## src/design/rps_pkg.sv

```systemverilog
// Shared types and constants for the rectifier pool supervisor.
package rps_pkg;

   // Operation codes carried on the request tuser
   localparam logic [1:0] OP_STATUS   = 2'd0;
   localparam logic [1:0] OP_TICK     = 2'd1;
   localparam logic [1:0] OP_SETPOINT = 2'd2;

   // Register indexes (byte address = 4 * index)
   localparam logic [1:0] REG_STATUS_ID_BASE  = 2'd0;
   localparam logic [1:0] REG_TIMEOUT_TICKS   = 2'd1;
   localparam logic [1:0] REG_VOLTAGE_LIMIT   = 2'd2;
   localparam logic [1:0] REG_MODULE_CUR_LIM  = 2'd3;

   // Register reset values
   localparam logic [28:0] RST_STATUS_ID_BASE = 29'd0;
   localparam logic [15:0] RST_TIMEOUT_TICKS  = 16'd1000;
   localparam logic [15:0] RST_VOLTAGE_LIMIT  = 16'd10000;
   localparam logic [15:0] RST_MODULE_CUR_LIM = 16'd1000;

   // Saturation points
   localparam logic [15:0] AGE_MAX  = 16'hFFFF;
   localparam logic [3:0]  LIVE_MAX = 4'd15;
   localparam logic [19:0] SUM_MAX  = 20'hFFFFF;

   localparam int REQ_DATA_W = 104;
   localparam int RSP_DATA_W = 80;
   localparam int REQ_USER_W = 2;
   localparam int RSP_USER_W = 1;

   // Request word, first field in the highest bits
   typedef struct packed {
      logic [1:0]  pad;
      logic        enable;
      logic [15:0] target_current;
      logic [15:0] target_voltage;
      logic [7:0]  rx_byte4;
      logic [7:0]  rx_byte3;
      logic [7:0]  rx_byte2;
      logic [7:0]  rx_byte1;
      logic [7:0]  rx_byte0;
      logic [28:0] frame_id;
   } req_data_type;

   // Response word, first field in the highest bits
   typedef struct packed {
      logic [4:0]  pad;
      logic        healthy;
      logic        pool_fault;
      logic [19:0] sum_current;
      logic [15:0] peak_voltage;
      logic [3:0]  live_modules;
      logic        control_on;
      logic [15:0] set_current_share;
      logic [15:0] set_voltage;
   } rsp_data_type;

endpackage

```

## src/design/rectifier_pool_supervisor_top.sv

```systemverilog
// Top level of the rectifier pool supervisor: register file, module table and sequencer.
//
//  channel  direction  handshake           payload
//  req      in         req_tvalid/tready   tdata: status, setpoint fields; tuser: operation
//  rsp      out        rsp_tvalid/tready   tdata: setpoint and pool aggregates; tuser: frame_valid
//  csr      in/out     psel/penable/pready four 32-bit registers at 0x0, 0x4, 0x8, 0xC
//
//  rsp_tvalid rises after the apply step, the sweep over the module table and the done step
//  for a status or tick word; a setpoint word adds the prep step and the bit-serial divider
//  over CMAX_W = 16 + clog2(MODULES) bits before done. req_tready is high only while
//  the sequencer idles and returns in the cycle the result is loaded.
//  Reset is synchronous: all modules start timed out, registers take their reset values.
//  A result held by a stalled rsp side does not block the next word; the sequencer waits
//  at its end only if the output register is still full.
module rectifier_pool_supervisor_top #(
   parameter int MODULES = 10
) (
   input  logic                             clock,
   input  logic                             reset,
   // frame_id, rx_byte0..4, target_voltage, target_current, enable (lowest bit up)
   input  logic [rps_pkg::REQ_DATA_W-1:0]   req_tdata,
   // operation
   input  logic [rps_pkg::REQ_USER_W-1:0]   req_tuser,
   input  logic                             req_tvalid,
   output logic                             req_tready,
   // set_voltage, set_current_share, control_on, live_modules, peak_voltage,
   // sum_current, pool_fault, healthy (lowest bit up)
   output logic [rps_pkg::RSP_DATA_W-1:0]   rsp_tdata,
   // frame_valid
   output logic [rps_pkg::RSP_USER_W-1:0]   rsp_tuser,
   output logic                             rsp_tvalid,
   input  logic                             rsp_tready,
   input  logic                             csr_psel,
   input  logic                             csr_penable,
   input  logic                             csr_pwrite,
   input  logic [3:0]                       csr_paddr,
   input  logic [31:0]                      csr_pwdata,
   output logic [31:0]                      csr_prdata,
   output logic                             csr_pready
);
   import rps_pkg::*;

   localparam int IDX_W  = (MODULES > 1) ? $clog2(MODULES) : 1;
   localparam int CNT_W  = $clog2(MODULES + 1);
   localparam int CMAX_W = 16 + $clog2(MODULES);

   typedef enum logic [2:0] {
      S_IDLE, S_APPLY, S_SWEEP, S_PREP, S_DIV, S_DONE
   } state_type;

   // ---------------- configuration registers ----------------
   logic [28:0] base_ff;
   logic [15:0] timeout_ff;
   logic [15:0] vlimit_ff;
   logic [15:0] climit_ff;
   logic        csr_wr;
   logic [1:0]  csr_idx;

   assign csr_pready = 1'b1;
   assign csr_idx    = csr_paddr[3:2];
   assign csr_wr     = csr_psel & csr_penable & csr_pwrite & csr_pready;

   // Write the addressed register
   always_ff @(posedge clock) begin
      if (reset) begin
         base_ff    <= RST_STATUS_ID_BASE;
         timeout_ff <= RST_TIMEOUT_TICKS;
         vlimit_ff  <= RST_VOLTAGE_LIMIT;
         climit_ff  <= RST_MODULE_CUR_LIM;
      end else if (csr_wr) begin
         case (csr_idx)
            REG_STATUS_ID_BASE: base_ff    <= csr_pwdata[28:0];
            REG_TIMEOUT_TICKS:  timeout_ff <= csr_pwdata[15:0];
            REG_VOLTAGE_LIMIT:  vlimit_ff  <= csr_pwdata[15:0];
            REG_MODULE_CUR_LIM: climit_ff  <= csr_pwdata[15:0];
            default:            ;
         endcase
      end
   end

   // Return the addressed register
   always_comb begin
      case (csr_idx)
         REG_STATUS_ID_BASE: csr_prdata = {3'd0, base_ff};
         REG_TIMEOUT_TICKS:  csr_prdata = {16'd0, timeout_ff};
         REG_VOLTAGE_LIMIT:  csr_prdata = {16'd0, vlimit_ff};
         REG_MODULE_CUR_LIM: csr_prdata = {16'd0, climit_ff};
         default:            csr_prdata = '0;
      endcase
   end

   // ---------------- sequencer registers ----------------
   state_type            state_ff;
   req_data_type         item_ff;
   logic [1:0]           op_ff;
   logic [IDX_W-1:0]     idx_ff;
   logic [CNT_W-1:0]     live_ff;
   logic [15:0]          peak_ff;
   logic [CMAX_W-1:0]    sum_ff;
   logic                 fault_ff;
   logic [15:0]          share_ff;
   logic                 rsp_valid_ff;
   rsp_data_type         rsp_data_ff;
   logic                 rsp_user_ff;

   // ---------------- module table ----------------
   logic [15:0]          volt_ff  [MODULES];
   logic [15:0]          curr_ff  [MODULES];
   logic [15:0]          age_ff   [MODULES];
   logic                 ovr_ff   [MODULES];
   logic [MODULES-1:0]   lost_ff;

   // Decode the status frame identifier against the base
   logic                 id_above;
   logic [29:0]          id_off;
   logic                 id_hit;
   logic [IDX_W-1:0]     wr_idx;

   assign id_above = item_ff.frame_id > base_ff;
   assign id_off   = {1'b0, item_ff.frame_id} - {1'b0, base_ff} - 30'd1;
   assign id_hit   = id_above && (id_off < 30'(MODULES));
   assign wr_idx   = id_off[IDX_W-1:0];

   // Age and timeout of the entry under the sweep
   logic [15:0]          age_in;
   logic                 lost_in;
   logic                 lost_cur;
   logic                 is_tick;
   logic                 sweep_last;

   assign is_tick    = (op_ff == OP_TICK);
   assign age_in     = (age_ff[idx_ff] < AGE_MAX) ? age_ff[idx_ff] + 16'd1 : age_ff[idx_ff];
   assign lost_in    = lost_ff[idx_ff] | (age_in > timeout_ff);
   assign lost_cur   = is_tick ? lost_in : lost_ff[idx_ff];
   assign sweep_last = (idx_ff == IDX_W'(MODULES - 1));

   // Write a status frame in the apply step, write back ages in a tick sweep
   always_ff @(posedge clock) begin
      if (state_ff == S_APPLY && op_ff == OP_STATUS && id_hit) begin
         volt_ff[wr_idx] <= {item_ff.rx_byte0, item_ff.rx_byte1};
         curr_ff[wr_idx] <= {item_ff.rx_byte2, item_ff.rx_byte3};
         ovr_ff[wr_idx]  <= item_ff.rx_byte4[1];
         age_ff[wr_idx]  <= '0;
      end else if (state_ff == S_SWEEP && is_tick) begin
         age_ff[idx_ff]  <= age_in;
      end
   end

   always_ff @(posedge clock) begin
      if (reset) begin
         lost_ff <= '1;
      end else if (state_ff == S_APPLY && op_ff == OP_STATUS && id_hit) begin
         lost_ff[wr_idx] <= 1'b0;
      end else if (state_ff == S_SWEEP && is_tick) begin
         lost_ff[idx_ff] <= lost_in;
      end
   end

   // ---------------- setpoint arithmetic ----------------
   logic [CMAX_W-1:0]    cmax;
   logic [CMAX_W-1:0]    cur_clamp;
   logic [CNT_W-1:0]     divisor;
   logic                 div_start;
   logic                 div_done;
   logic [CMAX_W-1:0]    quotient;
   logic [15:0]          vset;
   logic [15:0]          share_in;
   logic [3:0]           live_sat;
   logic [19:0]          sum_sat;
   rsp_data_type         rsp_data_in;

   assign cmax      = CMAX_W'(32'(MODULES) * 32'(climit_ff));
   assign cur_clamp = (CMAX_W'(item_ff.target_current) > cmax) ?
                      cmax : CMAX_W'(item_ff.target_current);
   assign divisor   = (live_ff != '0) ? live_ff :
                      (item_ff.enable ? CNT_W'(MODULES) : CNT_W'(1));
   assign div_start = (state_ff == S_PREP);
   assign share_in  = (quotient > CMAX_W'(climit_ff)) ? climit_ff : quotient[15:0];
   assign vset      = (item_ff.target_voltage > vlimit_ff) ? vlimit_ff : item_ff.target_voltage;

   rps_div #(
      .DVD_W (CMAX_W),
      .DVS_W (CNT_W)
   ) u_div (
      .clock    (clock),
      .reset    (reset),
      .start    (div_start),
      .dividend (cur_clamp),
      .divisor  (divisor),
      .done     (div_done),
      .quotient (quotient)
   );

   // Assemble the result word
   always_comb begin
      live_sat = (32'(live_ff) > 32'(LIVE_MAX)) ? LIVE_MAX : 4'(live_ff);
      sum_sat  = (32'(sum_ff) > 32'(SUM_MAX)) ? SUM_MAX : 20'(sum_ff);
      rsp_data_in                   = '0;
      rsp_data_in.live_modules      = live_sat;
      rsp_data_in.peak_voltage      = peak_ff;
      rsp_data_in.sum_current       = sum_sat;
      rsp_data_in.pool_fault        = fault_ff;
      rsp_data_in.healthy           = (live_ff != '0) && !fault_ff;
      if (op_ff == OP_SETPOINT) begin
         rsp_data_in.control_on        = item_ff.enable;
         rsp_data_in.set_voltage       = item_ff.enable ? vset : 16'd0;
         rsp_data_in.set_current_share = item_ff.enable ? share_ff : 16'd0;
      end
   end

   // ---------------- sequencer and output register ----------------
   logic req_acc;
   logic rsp_free;

   assign req_tready = (state_ff == S_IDLE);
   assign req_acc    = req_tvalid & req_tready;
   assign rsp_free   = !rsp_valid_ff || rsp_tready;

   always_ff @(posedge clock) begin
      if (reset) begin
         state_ff     <= S_IDLE;
         rsp_valid_ff <= 1'b0;
         idx_ff       <= '0;
      end else begin
         // drop a delivered word unless the done step reloads the register
         if (rsp_valid_ff && rsp_tready && state_ff != S_DONE) begin
            rsp_valid_ff <= 1'b0;
         end
         case (state_ff)
            S_IDLE: begin
               if (req_acc) begin
                  item_ff  <= req_data_type'(req_tdata);
                  op_ff    <= req_tuser[1:0];
                  state_ff <= S_APPLY;
               end
            end
            S_APPLY: begin
               idx_ff   <= '0;
               live_ff  <= '0;
               peak_ff  <= '0;
               sum_ff   <= '0;
               fault_ff <= 1'b0;
               state_ff <= S_SWEEP;
            end
            S_SWEEP: begin
               // accumulate the live entries
               if (!lost_cur) begin
                  live_ff  <= live_ff + 1'b1;
                  sum_ff   <= sum_ff + CMAX_W'(curr_ff[idx_ff]);
                  fault_ff <= fault_ff | ovr_ff[idx_ff];
                  if (volt_ff[idx_ff] > peak_ff) begin
                     peak_ff <= volt_ff[idx_ff];
                  end
               end
               if (sweep_last) begin
                  state_ff <= (op_ff == OP_SETPOINT) ? S_PREP : S_DONE;
               end else begin
                  idx_ff <= idx_ff + 1'b1;
               end
            end
            S_PREP: begin
               state_ff <= S_DIV;
            end
            S_DIV: begin
               if (div_done) begin
                  share_ff <= share_in;
                  state_ff <= S_DONE;
               end
            end
            S_DONE: begin
               if (rsp_free) begin
                  rsp_valid_ff <= 1'b1;
                  rsp_data_ff  <= rsp_data_in;
                  rsp_user_ff  <= (op_ff == OP_SETPOINT);
                  state_ff     <= S_IDLE;
               end
            end
            default: begin
               state_ff <= S_IDLE;
            end
         endcase
      end
   end

   assign rsp_tvalid = rsp_valid_ff;
   assign rsp_tdata  = rsp_data_ff;
   assign rsp_tuser  = rsp_user_ff;

endmodule

```

## src/design/rps_div.sv

```systemverilog
// Bit-serial restoring divider, one quotient bit per cycle.
module rps_div #(
   parameter int DVD_W = 20,
   parameter int DVS_W = 4
) (
   input  logic             clock,
   input  logic             reset,
   input  logic             start,
   input  logic [DVD_W-1:0] dividend,
   input  logic [DVS_W-1:0] divisor,
   output logic             done,
   output logic [DVD_W-1:0] quotient
);
   localparam int CNT_W = $clog2(DVD_W + 1);

   logic [DVD_W-1:0] work_ff, work_in;
   logic [DVS_W-1:0] rem_ff, rem_in;
   logic [DVS_W-1:0] dvs_ff;
   logic [CNT_W-1:0] cnt_ff;
   logic             done_ff;
   logic [DVS_W:0]   trial;
   logic [DVS_W:0]   diff;
   logic             fits;

   // Shift one dividend bit into the remainder and try a subtract
   always_comb begin
      trial   = {rem_ff, work_ff[DVD_W-1]};
      diff    = trial - {1'b0, dvs_ff};
      fits    = trial >= {1'b0, dvs_ff};
      rem_in  = fits ? diff[DVS_W-1:0] : trial[DVS_W-1:0];
      work_in = {work_ff[DVD_W-2:0], fits};
   end

   // Load on start, then step until the count runs out
   always_ff @(posedge clock) begin
      if (reset) begin
         cnt_ff  <= '0;
         done_ff <= 1'b0;
      end else if (start) begin
         cnt_ff  <= CNT_W'(DVD_W);
         done_ff <= 1'b0;
      end else if (cnt_ff != '0) begin
         cnt_ff  <= cnt_ff - 1'b1;
         done_ff <= (cnt_ff == CNT_W'(1));
      end else begin
         done_ff <= 1'b0;
      end
   end

   always_ff @(posedge clock) begin
      if (start) begin
         work_ff <= dividend;
         rem_ff  <= '0;
         dvs_ff  <= divisor;
      end else if (cnt_ff != '0) begin
         work_ff <= work_in;
         rem_ff  <= rem_in;
      end
   end

   assign done     = done_ff;
   assign quotient = work_ff;

endmodule

```

## config.mk

```make
export PLATFORM = sky130hd
export DESIGN_NAME = rectifier_pool_supervisor_top
export DESIGN_NICKNAME = d
export VERILOG_FILES = /design/src/design/rps_pkg.sv /design/src/design/rectifier_pool_supervisor_top.sv /design/src/design/rps_div.sv
export SDC_FILE = /design/constraint.sdc
export NUM_CORES = 1
export LEC_CHECK = 0
export BUFFER_PORTS_ARGS = -buffer_cell sky130_fd_sc_hd__buf_2
export CORE_MARGIN = 4
export CORE_UTILIZATION = 51
export DETAILED_ROUTE_END_ITERATION = 7
export GPL_ROUTABILITY_DRIVEN = 0
export GPL_TIMING_DRIVEN = 1
export PLACE_DENSITY = 0.67
export SLEW_MARGIN = 15
export SYNTH_ARGS = -nofsm -noshare
export SYNTH_HDL_FRONTEND = slang
export SYNTH_SLANG_ARGS = --single-unit
```

## constraint.sdc

```tcl
create_clock -name clock -period 17.5 [get_ports clock]
set_input_delay 4.375 -clock clock [delete_from_list [all_inputs] [get_ports clock]]
set_output_delay 4.375 -clock clock [all_outputs]
set_load 0.05 [all_outputs]
```

# Yosys cells after proc, flatten, opt, wreduce, memory -nomap -nowiden
# Memories as Yosys holds them, arrays and structs flattened. A register that Yosys moved wholly into a read port is not among the register bits.
# Cells that the tools add are included.
[totals]
ff_bits = 360
latch_bits = 0
mem_bits_rw = 490
rom_bits = 0
inputBits = 149
out_inout_bits = 116
elab_cells = 186
memories = 4
[mem_list]
columns = ["memory", "words", "width", "rd", "rd_ports_with_merged_regs", "wr", "line", "text"]
rows = [
  ["age_ff", 10, 16, 1, 1, 1, "rectifier_pool_supervisor_top.sv:109", "logic [15:0] age_ff [MODULES];"],
  ["curr_ff", 10, 16, 1, 1, 1, "rectifier_pool_supervisor_top.sv:108", "logic [15:0] curr_ff [MODULES];"],
  ["volt_ff", 10, 16, 1, 1, 1, "rectifier_pool_supervisor_top.sv:107", "logic [15:0] volt_ff [MODULES];"],
  ["ovr_ff", 10, 1, 1, 1, 1, "rectifier_pool_supervisor_top.sv:110", "logic ovr_ff [MODULES];"],
]
[op_classes]
add_sub_neg = 8
n_mul = 1
div_mod_pow = 0
order_cmp = 13
n_eq_ne = 20
shift = 0
n_mux = 58
bitwise_logic = 9
n_reduce_logical = 35
[op_table]
columns = ["cell", "n"]
rows = [
  ["one-hot mux 32 bit (4 select lines)", 1],
  ["two-way mux 16 bit", 6],
  ["two-way mux 20 bit", 4],
  ["two-way mux 4 bit", 14],
  ["> comparator 16 bit", 3],
  ["one-hot mux 20 bit (2 select lines)", 1],
  ["one-hot mux 16 bit (2 select lines)", 1],
  ["< comparator 30 x 4 -> 1 bit, second input constant", 1],
  ["subtractor 29 x 29 -> 30 bit", 1],
  ["subtractor 30 x 1 -> 30 bit, second input constant", 1],
  ["> comparator 29 bit", 1],
  ["adder 20 x 16 -> 20 bit", 1],
  ["> comparator 16 x 20 -> 1 bit", 1],
  ["> comparator 20 x 16 -> 1 bit", 1],
  ["two-way mux 10 bit", 2],
  ["multiplier 3 x 16 -> 19 bit, first input constant", 1],
  ["one-hot mux 3 bit (6 select lines)", 1],
  ["adder 16 x 1 -> 16 bit, second input constant", 1],
  ["< comparator 16 bit, second input constant", 1],
  ["one-hot mux 4 bit (2 select lines)", 2],
  ["OR reduction 16 bit", 1],
  ["two-way mux 3 bit", 5],
  ["two-way mux 1 bit", 14],
  ["AND reduction 2 bit", 6],
  ["other kinds (38)", 73],
]

# Depth between registers and ports, before layout
# Gate-level depths: netlist of run 1.
[depth]
word_depth = 9
depth_mapped = 26
depth_no_buf = 23

# By module
# A second synthesis of run 1 with hierarchy kept.
[hier_totals]
cells_unflattened = 2777
area_unflattened_um2 = 38744.7
[by_module_without_submodules]
columns = ["mod", "instances", "cells_per_inst", "area_each_um2", "seq_area_each_um2"]
rows = [
  ["rectifier_pool_supervisor_top", 1, 2660, 37153.1, 23602.6],
  ["rps_div", 1, 117, 1591.5, 920.9],
]

# Least setup slack after synthesis of run 1
# OpenSTA, ideal clock, no wires.
[synth_timing]
kind = "input-to-output"
startpoint = "input csr_paddr[2]"
endpoint = "output csr_prdata[16]"
t_arrival_ps = 6426
t_required_ps = 13125
setup_slack_ps = 6699
path_stages = 5
path_buffers = 4
cell_sequence = "clkbuf_1 > buf_1 > clkbuf_1 > clkbuf_1 > nor3_1"
[synth_via]
elab_chain_cells = 2
word_cells_on_any_way = 5
classes_between = "eq/ne: 3; mux: 1; reduce/logical: 1"
[synth_lines]
columns = ["item", "line", "text"]
rows = [
  ["start, declared", "rectifier_pool_supervisor_top.sv:36", "input logic [3:0] csr_paddr,"],
  ["equality test 2 bit, or another cell as far along", "rectifier_pool_supervisor_top.sv:83", "case (csr_idx)"],
  ["one-hot mux 32 bit (4 select lines) *", "rectifier_pool_supervisor_top.sv:83", ""],
  ["end, declared", "rectifier_pool_supervisor_top.sv:38", "output logic [31:0] csr_prdata,"],
]
# Mark *: on every way between the ends. The rest lies on a longest branch, timed or not. The select of a mux whose other input is x is not followed.

# Worst setup path in the final report of run 1
[layout_timing]
startpoint = "input csr_paddr[2]"
endpoint = "output csr_prdata[6]"
# Same word-level chain as after synthesis.

==> impl_metrics.json, run 1 <==
{
  "total_power_w": 0.005335,
  "leakage_nw": 15.38,
  "antenna_found_initial": 6,
  "syn-instance-count": 2794,
  "synthArstFlopShare": 0,
  "ioPinCount": 265,
  "synth_edf_count": 744,
  "synth_cell_types": 99,
  "grt_util_all_layers": 0.2243,
  "critPathLaunchType": "primary input",
  "synthesis.area_um2": 38970,
  "row_count": 101,
  "hp-class": "reg -> reg",
  "yosys_most_used_dff": "edfxtp_1",
  "dr.pass1.iters": 6,
  "slew_headroom": 0.2227,
  "rr_worst_depth": 23,
  "cp-end-kind": "primary output",
  "core_um2": 75820,
  "whs_ns": 0.4503,
  "synthToLayoutAreaGrowth_pct": 12.53,
  "worst_pin_slew_ns": 1.166,
  "vias_per_cell": 5.927,
  "start_util": 0.5140,
  "cts_resized": 0,
  "final.setup.tns_ns": 0,
  "cts.reportedPaths.clkPinSlew_ns": 0.06,
  "hold_end": "rsp_tdata[39]",
  "port_buffers": 241,
  "seq_area_frac_synth": 0.6293,
  "htreeDepth": 3,
  "grt_setup_unrepaired": "no",
  "ys_seq_elements": 853,
  "final_common_cell": "edfxtp_1",
  "grt_overflow": 0,
  "r2r_end": "peak_ff[0]",
  "drv_cap": 0,
  "setup_viol_count_final": 0,
  "cp.required_ns": 13.12,
  "clk_latency_ns": 0.65,
  "crit_arrival_ns": 5.97,
  "vias": 24120,
  "fin_skew_ns": 0.02555,
  "numCtsBuffers": 86,
  "postCtsHoldBufs": 0,
  "synth_warnings": 0,
  "synth_simple_gate_area_frac": 0.09018,
  "min_from": "peak_ff[2]",
  "nets": 3338,
  "power.density_nw_per_um2": 121.6,
  "timing.final.hold_violations": 0,
  "ant_nets": 0,
  "wl_um": 92220,
  "min_delay_path_depth": 0,
  "drive_gt1_frac": 0.1884,
  "timing.fmax_ghz": 0.09668,
  "layout_common_cells": "744 x edfxtp_1, 241 x buf_2, 237 x nand2_1",
  "critPathKind": "in -> out",
  "dieHeight_um": 284.4,
  "synth_compound_area_frac": 0.08392,
  "synth-adder-area-share": 0.05535,
  "avgSynthCellArea_um2": 13.95,
  "fin_crit_ns": 10.34,
  "die-area_um2": 80900,
  "tritoncts": "built",
  "drc": 0,
  "worst-r2r-setup-slack_ns": 10.07,
  "synth_top_family_by_area": "multiplexers",
  "synthMuxAreaShare": 0.09757,
  "post_cts_buffers": 0,
  "route.detailed.wl_per_inst_um": 22.66,
  "min_period_over_period": 0.5910,
  "worstPathMaxFanout": 37,
  "synth_xor_area_frac": 0.01011,
  "peakVddDrop_mv": 0.07661,
  "grt_pass1_wl_um": 141200,
  "drv_slew": 0,
  "drt_iter0_markers": 2056,
  "dpl.hpwl_um": 61210,
  "cts.sinks": 853,
  "grt_max_degree": 79,
  "outcome": "complete, no violations",
  "cts-root-buf": "clkbuf_16",
  "grt_pass1_vias": 24300,
  "die_w_um": 284.4,
  "clk_path_buf_depth": 3
}
==> cell usage after synthesis (all sizes together), types with 19 or more instances <==
master	count	share of area
edfxtp	744	0.57
nand2	237	0.023
a21oi	202	0.027
ha	166	0.053
inv	152	0.015
mux4	116	0.069
nor2	113	0.011
dfxtp	109	0.056
clkbuf	93	0.010
o21ai	87	0.011
mux2i	84	0.022
nor2b	69	0.011
a211oi	57	0.011
nor3	47	0.0062
and2	46	0.0074
buf	46	0.0083
a21o	35	0.0070
and3	35	0.0060
nand3	35	0.0045
nand4	31	0.0051
o211ai	28	0.0054
mux2	25	0.0072
xor2	25	0.0056
nand2b	21	0.0034
nor4	20	0.0045
xnor2	20	0.0045
a31oi	19	0.0030
==> cells by family (layout without fill, tap and decap cells) <==
family	after synthesis	count (layout)
flip-flops	853	853
AND/OR/NAND/NOR	696	696
AO/OA/AOI/OAI	512	512
buffers and inverters	291	579
multiplexers	225	225
adder cells (fa/ha/maj)	170	170
XOR/XNOR	45	45
other	2	12
==> sequential cells by signal, summed over array words and instances, names as in the netlist, 5 cells and up, named ones only <==
name	count
age_ff	160
curr_ff	160
volt_ff	160
item_ff	95
rsp_tdata	75
base_ff	29
sum_ff	20
u_div.quotient	20
climit_ff	16
peak_ff	16
share_ff	16
timeout_ff	16
vlimit_ff	16
lost_ff	10
ovr_ff	10
u_div.cnt_ff	5
==> how the worst max path moves through the flow <==
stage / from / slack (ns) / cells past startpoint / endpoint
floorplan: csr_paddr[2] / 6.70 / 5 / csr_prdata[16]
global placement: csr_paddr[2] / 7.17 / 3 / csr_prdata[6]
detailed placement: csr_paddr[2] / 7.14 / 3 / csr_prdata[6]
CTS: csr_paddr[2] / 7.15 / 3 / csr_prdata[6]
global route: csr_paddr[2] / 7.07 / 3 / csr_prdata[6]
finish: csr_paddr[2] / 7.16 / 3 / csr_prdata[6]
==> layout make-up <==
class / instances / area (µm²)
tap: 978 / 1224
antenna: 3 / 7.507
clock buffer: 106 / 2248
sequential: 853 / 24540
multi-input combinational: 1657 / 13230
clock inverter: 52 / 625.6
timing repair buffer: 269 / 1416
inverter: 152 / 570.5
fill: 5881 / 31970
==> metal layers <==
metal | vias to the layer above | part of all wire | GRT usage
met5 | - | 0.00028 | 0
met4 | 4 | 0.022 | 0.05480
met3 | 140 | 0.070 | 0.04314
met2 | 891 | 0.49 | 0.3833
met1 | 12050 | 0.41 | 0.2988
li1 | 11040 | - | -
==> power breakdown <==
part	internal, W	leakage, nW	switching, W	total [W]
registers	0.00238	7.54	0.000114	0.00250
clock network	0.00110	1.40	0.000775	0.00187
logic	0.000390	6.44	0.000575	0.000966
==> stage by stage <==
| step | util | std cells | setup slack [ns] | instance area, µm² |
|---|---|---|---|---|
| 4_1_cts | 0.5783 | 4067 | 7.147 | 43850 |
| 3_3_place_gp | 0.5404 | 3909 | 7.168 | 40980 |
| 5_1_grt | 0.5784 | 4068 | 7.075 | 43850 |
| 2_1_floorplan | - | 2801 | 6.699 | 39000 |
| 3_5_place_dp | 0.5404 | 3909 | 7.144 | 40980 |
| 6_report | 0.5784 | 4070 | 7.157 | 43860 |
==> critical path: stages <==
cell    delay [ns]
buf_2         0.69
mux4_2        0.64
buf_2         0.24
(Power assumes the default switching activity.)
==> run 2, diff against run 1 <==
- clock period: 17.5 -> 9.9 ns (I/O delays scaled with it)
==> impl_metrics.json, run 2 (synthesis gave the netlist of run 1 again) <==
{
  "critPathKind": "reg -> reg",
  "m1WireLength_um": 38710,
  "ant_nets": 0,
  "peakVddDrop_mv": 0.1519,
  "pwr-share-clk": 0.346,
  "timing.fmax_ghz": 0.1455,
  "tritoncts": "built",
  "grt_util_all_layers": 0.2262,
  "fin_crit_ns": 6.872,
  "antenna_found_initial": 7,
  "dpl.hpwl_um": 61320,
  "dr.pass1.iters": 5,
  "postCtsHoldBufs": 0,
  "vias_per_cell": 5.962,
  "drive_gt1_frac": 0.1893,
  "fillCellCount": 5924,
  "drv_slew": 0,
  "layout_common_cells": "744 x edfxtp_1, 241 x buf_2, 237 x nand2_1",
  "hp-class": "reg -> reg",
  "cpMostUsedCell": "nor2b_1",
  "cp-end-kind": "register",
  "path_cells": "buf_4 -> mux4_2 -> nor2b_1 -> a211oi_1 -> a21oi_1 -> nand4_1 -> nor4_4 -> mux2_2 -> ha_1 -> nor2b_1 -> o21a_1 -> o21ai_0 -> nand2b_1 -> a21oi_1 -> nor2b_1 -> o211ai_1 -> a211o_1 -> nand2_1 -> a211oi_4 -> buf_4 -> o21a_1",
  "worst_pin_slew_ns": 1.180,
  "leakage_nw": 15.36,
  "htreeDepth": 3,
  "route.met3.wl_um": 6419,
  "placed_area_um2": 40980,
  "drc": 0,
  "grt_pass1_vias": 24300,
  "reg_top3": "age_ff (160), curr_ff (160), volt_ff (160)",
  "outcome": "complete, no violations",
  "critPathLaunchType": "register",
  "route.detailed.wl_per_inst_um": 22.82,
  "grt_pass1_wl_um": 142300,
  "start_util": 0.5140,
  "final_common_cell": "edfxtp_1",
  "worstPathMaxFanout": 27,
  "numCtsBuffers": 87,
  "cp_slowest_cell": "dfxtp_4",
  "clk_path_buf_depth": 3,
  "core_um2": 75820,
  "min_period_over_period": 0.6942,
  "power_frac_seq": 0.471,
  "power_switching_w": 0.002619,
  "clk_latency_ns": 0.66,
  "cts_resized": 0,
  "dieHeight_um": 284.4,
  "grt_overflow": 0,
  "drt_iter0_markers": 2032,
  "drv_cap": 0,
  "p_int_w": 0.006747,
  "fin_skew_ns": 0.03804,
  "cts-root-buf": "clkbuf_16",
  "vias": 24300,
  "p_comb_frac": 0.183,
  "cts.reportedPaths.clkPinSlew_ns": 0.06,
  "die-area_um2": 80900,
  "grt_setup_unrepaired": "no",
  "grt_max_degree": 79,
  "port_buffers": 241,
  "max_stage_delay_ns": 0.74,
  "setup_viol_count_final": 0,
  "final.setup.tns_ns": 0,
  "power.density_nw_per_um2": 213.7,
  "cts.sinks": 853,
  "nets": 3341,
  "dr_wl_met2_um": 45320,
  "stdcell_area_um2": 43830,
  "crit_arrival_ns": 7.16,
  "post_cts_buffers": 0,
  "switching_share": 0.2796,
  "timing.final.hold_violations": 0,
  "top_layer": "met5",
  "row_count": 101,
  "wl_um": 93010,
  "slew_headroom": 0.2134,
  "cp.required_ns": 10.19,
  "die_w_um": 284.4,
  "synthToLayoutAreaGrowth_pct": 12.45,
  "ioPinCount": 265
}
run 2: worst max-delay path: cells and delay by family, from the launching register on:
family,cells,cell delay [ns]
AOI/OAI and AO/OA,9,2.25
and+or+nand+nor,7,1.46
buffers and inverters,2,0.99
DFF,1,0.74
muxes,2,0.74
adders and majority gates,1,0.30
run 2: per-stage QoR:
stage / power (W) / hold WS [ns] / instances / utilization / worst slack, ns
3_5_place_dp: 0.006178 / 0.4391 / 3911 / 0.5405 / 3.029
4_1_cts: 0.009410 / 0.4534 / 4074 / 0.5779 / 3.002
6_report: 0.009366 / 0.4488 / 4076 / 0.5780 / 3.028
2_1_floorplan: 0.005730 / 0.4264 / 2801 / - / 1.252
3_3_place_gp: 0.006102 / 0.4376 / 3911 / 0.5405 / 3.053
5_1_grt: 0.009781 / 0.4664 / 4076 / 0.5780 / 2.548
run 2: cell type report:
class	count	area (µm²)	area share
Antenna cell	2	5.005	0.0001142
Timing Repair Buffer	271	1431	0.03266
Sequential cell	853	24540	0.5599
Multi-Input combinational cell	1657	13220	0.3017
Clock buffer	117	2392	0.05459
Clock inverter	46	444.2	0.01014
Inverter	152	570.5	0.01302
Tap cell	978	1224	0.02792
run 2: power groups by stage:
stage	Clock, W	Sequential (W)	Combinational (W)
floorplan	0	0.00441	0.00132
global placement	0	0.00446	0.00164
detailed placement	0	0.00448	0.00170
CTS	0.00329	0.00440	0.00171
global route	0.00345	0.00443	0.00190
finish	0.00324	0.00441	0.00172
run 2: per-layer routing:
layer	track usage	up-vias
met5	0	-
met4	0.06295	6
met3	0.04202	161
met2	0.3780	890
met1	0.3066	12190
li1	-	11050
run 2: final timing paths:
| path | startpoint | endpoint | slack, ns | cells past startpoint |
|---|---|---|---|---|
| max | register | peak_ff[8] | 3.03 | 21 |
| min | peak_ff[12] | rsp_tdata[49] | 0.45 | 0 |
| max reg2reg | register | peak_ff[8] | 3.03 | 21 |
| min reg2reg | peak_ff[12] | rsp_tdata[49] | 0.45 | 0 |
==> run 3, diff against run 2 <==
- PLACE_DENSITY: 0.67 -> 0.7
- clock period: 9.9 -> 5.95 ns (I/O delays scaled with it)
==> impl_metrics.json, run 3 (synthesis gave the netlist of run 1 again) <==
{
  "ioPinCount": 265,
  "core_um2": 75820,
  "dp.cells": 3938,
  "cts_resized": 0,
  "grt_pass1_vias": 24500,
  "final_common_cell": "edfxtp_1",
  "min_delay_path_depth": 0,
  "drv_cap": 0,
  "worst_pin_slew_ns": 1.201,
  "clk_path_buf_depth": 3,
  "critPathKind": "reg -> reg",
  "min_period_over_period": 0.9288,
  "drc": 0,
  "postCtsHoldBufs": 0,
  "critPathLaunchType": "register",
  "setup_viol_count_final": 0,
  "dr.pass1.iters": 7,
  "nets": 3369,
  "dpl.hpwl_um": 61920,
  "ant_nets": 0,
  "die_w_um": 284.4,
  "leakage_nw": 15.63,
  "cp-end-kind": "register",
  "whs_ns": 0.4533,
  "wl_um": 92880,
  "grt_util_all_layers": 0.2271,
  "numCtsBuffers": 87,
  "route.detailed.wl_per_inst_um": 22.63,
  "worstPathMaxFanout": 29,
  "tritoncts": "built",
  "timing.fmax_ghz": 0.1810,
  "slew_headroom": 0.1996,
  "grt_overflow": 0,
  "fin_crit_ns": 5.526,
  "rr_worst_depth": 23,
  "drt_iter0_markers": 2144,
  "cts-root-buf": "clkbuf_16",
  "antenna_found_initial": 4,
  "post_cts_buffers": 0,
  "fin_skew_ns": 0.04242,
  "synthToLayoutAreaGrowth_pct": 13.67,
  "htreeDepth": 3,
  "reg_top3": "age_ff (160), curr_ff (160), volt_ff (160)",
  "row_count": 101,
  "peakVddDrop_mv": 0.2476,
  "power.density_nw_per_um2": 358.0,
  "fillCellCount": 5775,
  "die-area_um2": 80900,
  "worst-r2r-setup-slack_ns": 0.42,
  "drv_slew": 0,
  "dieHeight_um": 284.4,
  "hp-class": "reg -> reg",
  "start_util": 0.5140,
  "cp.required_ns": 6.25,
  "cts.sinks": 853,
  "total_power_w": 0.01586,
  "final.setup.tns_ns": 0,
  "clk_latency_ns": 0.66,
  "final_cells": 4104,
  "port_buffers": 241,
  "timing.final.hold_violations": 0,
  "outcome": "complete, no violations",
  "drive_gt1_frac": 0.1988,
  "cts.reportedPaths.clkPinSlew_ns": 0.06,
  "vias": 24500,
  "layout_common_cells": "744 x edfxtp_1, 241 x buf_2, 237 x nand2_1",
  "utilization": 0.5843,
  "grt_setup_unrepaired": "no",
  "grt_pass1_wl_um": 143200,
  "vias_per_cell": 5.970,
  "crit_arrival_ns": 5.83,
  "grt_max_degree": 84
}
run 3: worst max-delay path, cell delays in order (launching register included):
cell	delay, ns
dfxtp_4	0.48
buf_12	0.27
mux4_1	0.57
nor2b_1	0.14
a211oi_1	0.32
a21oi_1	0.14
ha_1	0.26
nand2_1	0.12
nor4_4	0.09
nor2_2	0.16
and3_1	0.18
xor2_1	0.22
ha_1	0.29
a21oi_1	0.14
nor2b_1	0.06
o21ai_0	0.16
nand2b_1	0.08
a21oi_1	0.16
nor2b_1	0.07
o211ai_1	0.22
a21o_1	0.18
nand2_1	0.09
a211oi_4	0.34
buf_4	0.42
run 3: worst paths after layout:
path,startpoint,endpoint
max,register,sum_ff[9]
min,sum_ff[9],rsp_tdata[62]
max reg2reg,register,sum_ff[9]
min reg2reg,sum_ff[9],rsp_tdata[62]
run 3: area by class of cell:
cell class,instances,area [µm²],share of cell area
well taps,978,1224,0.02762
clock buffers,117,2487,0.05615
inverters,152,570.5,0.01288
repair buffers,299,1737,0.03920
flip-flops and latches,853,24540,0.5539
multi-input cells,1657,13230,0.2986
diodes,3,7.507,0.0001695
clock inverters,45,508.0,0.01147
run 3: power breakdown:
group | leakage, nW | switching (W) | internal (W)
sequential | 7.54 | 0.000298 | 0.00701
combinational | 6.62 | 0.00175 | 0.00119
clock | 1.47 | 0.00231 | 0.00331
total | 15.6 | 0.00436 | 0.0115
run 3: through the flow:
stage | instance area [µm²] | setup WS (ns)
floorplan | 39020 | 0.2643
global placement | 41280 | 0.4889
detailed placement | 41280 | 0.4545
CTS | 44280 | 0.4073
global route | 44290 | 0.03278
finish | 44300 | 0.4236
run 3: per-layer routing:
| metal | part of all wire | global-route usage | vias to the layer above | routed length (µm) |
|---|---|---|---|---|
| met1 | 0.42 | 0.3085 | 12210 | 38630 |
| met4 | 0.026 | 0.06270 | 4 | 2388 |
| met5 | 0.00030 | 0 | - | 28 |
| met2 | 0.49 | 0.3772 | 990 | 45090 |
| li1 | - | - | 11120 | - |
| met3 | 0.073 | 0.04459 | 184 | 6745 |
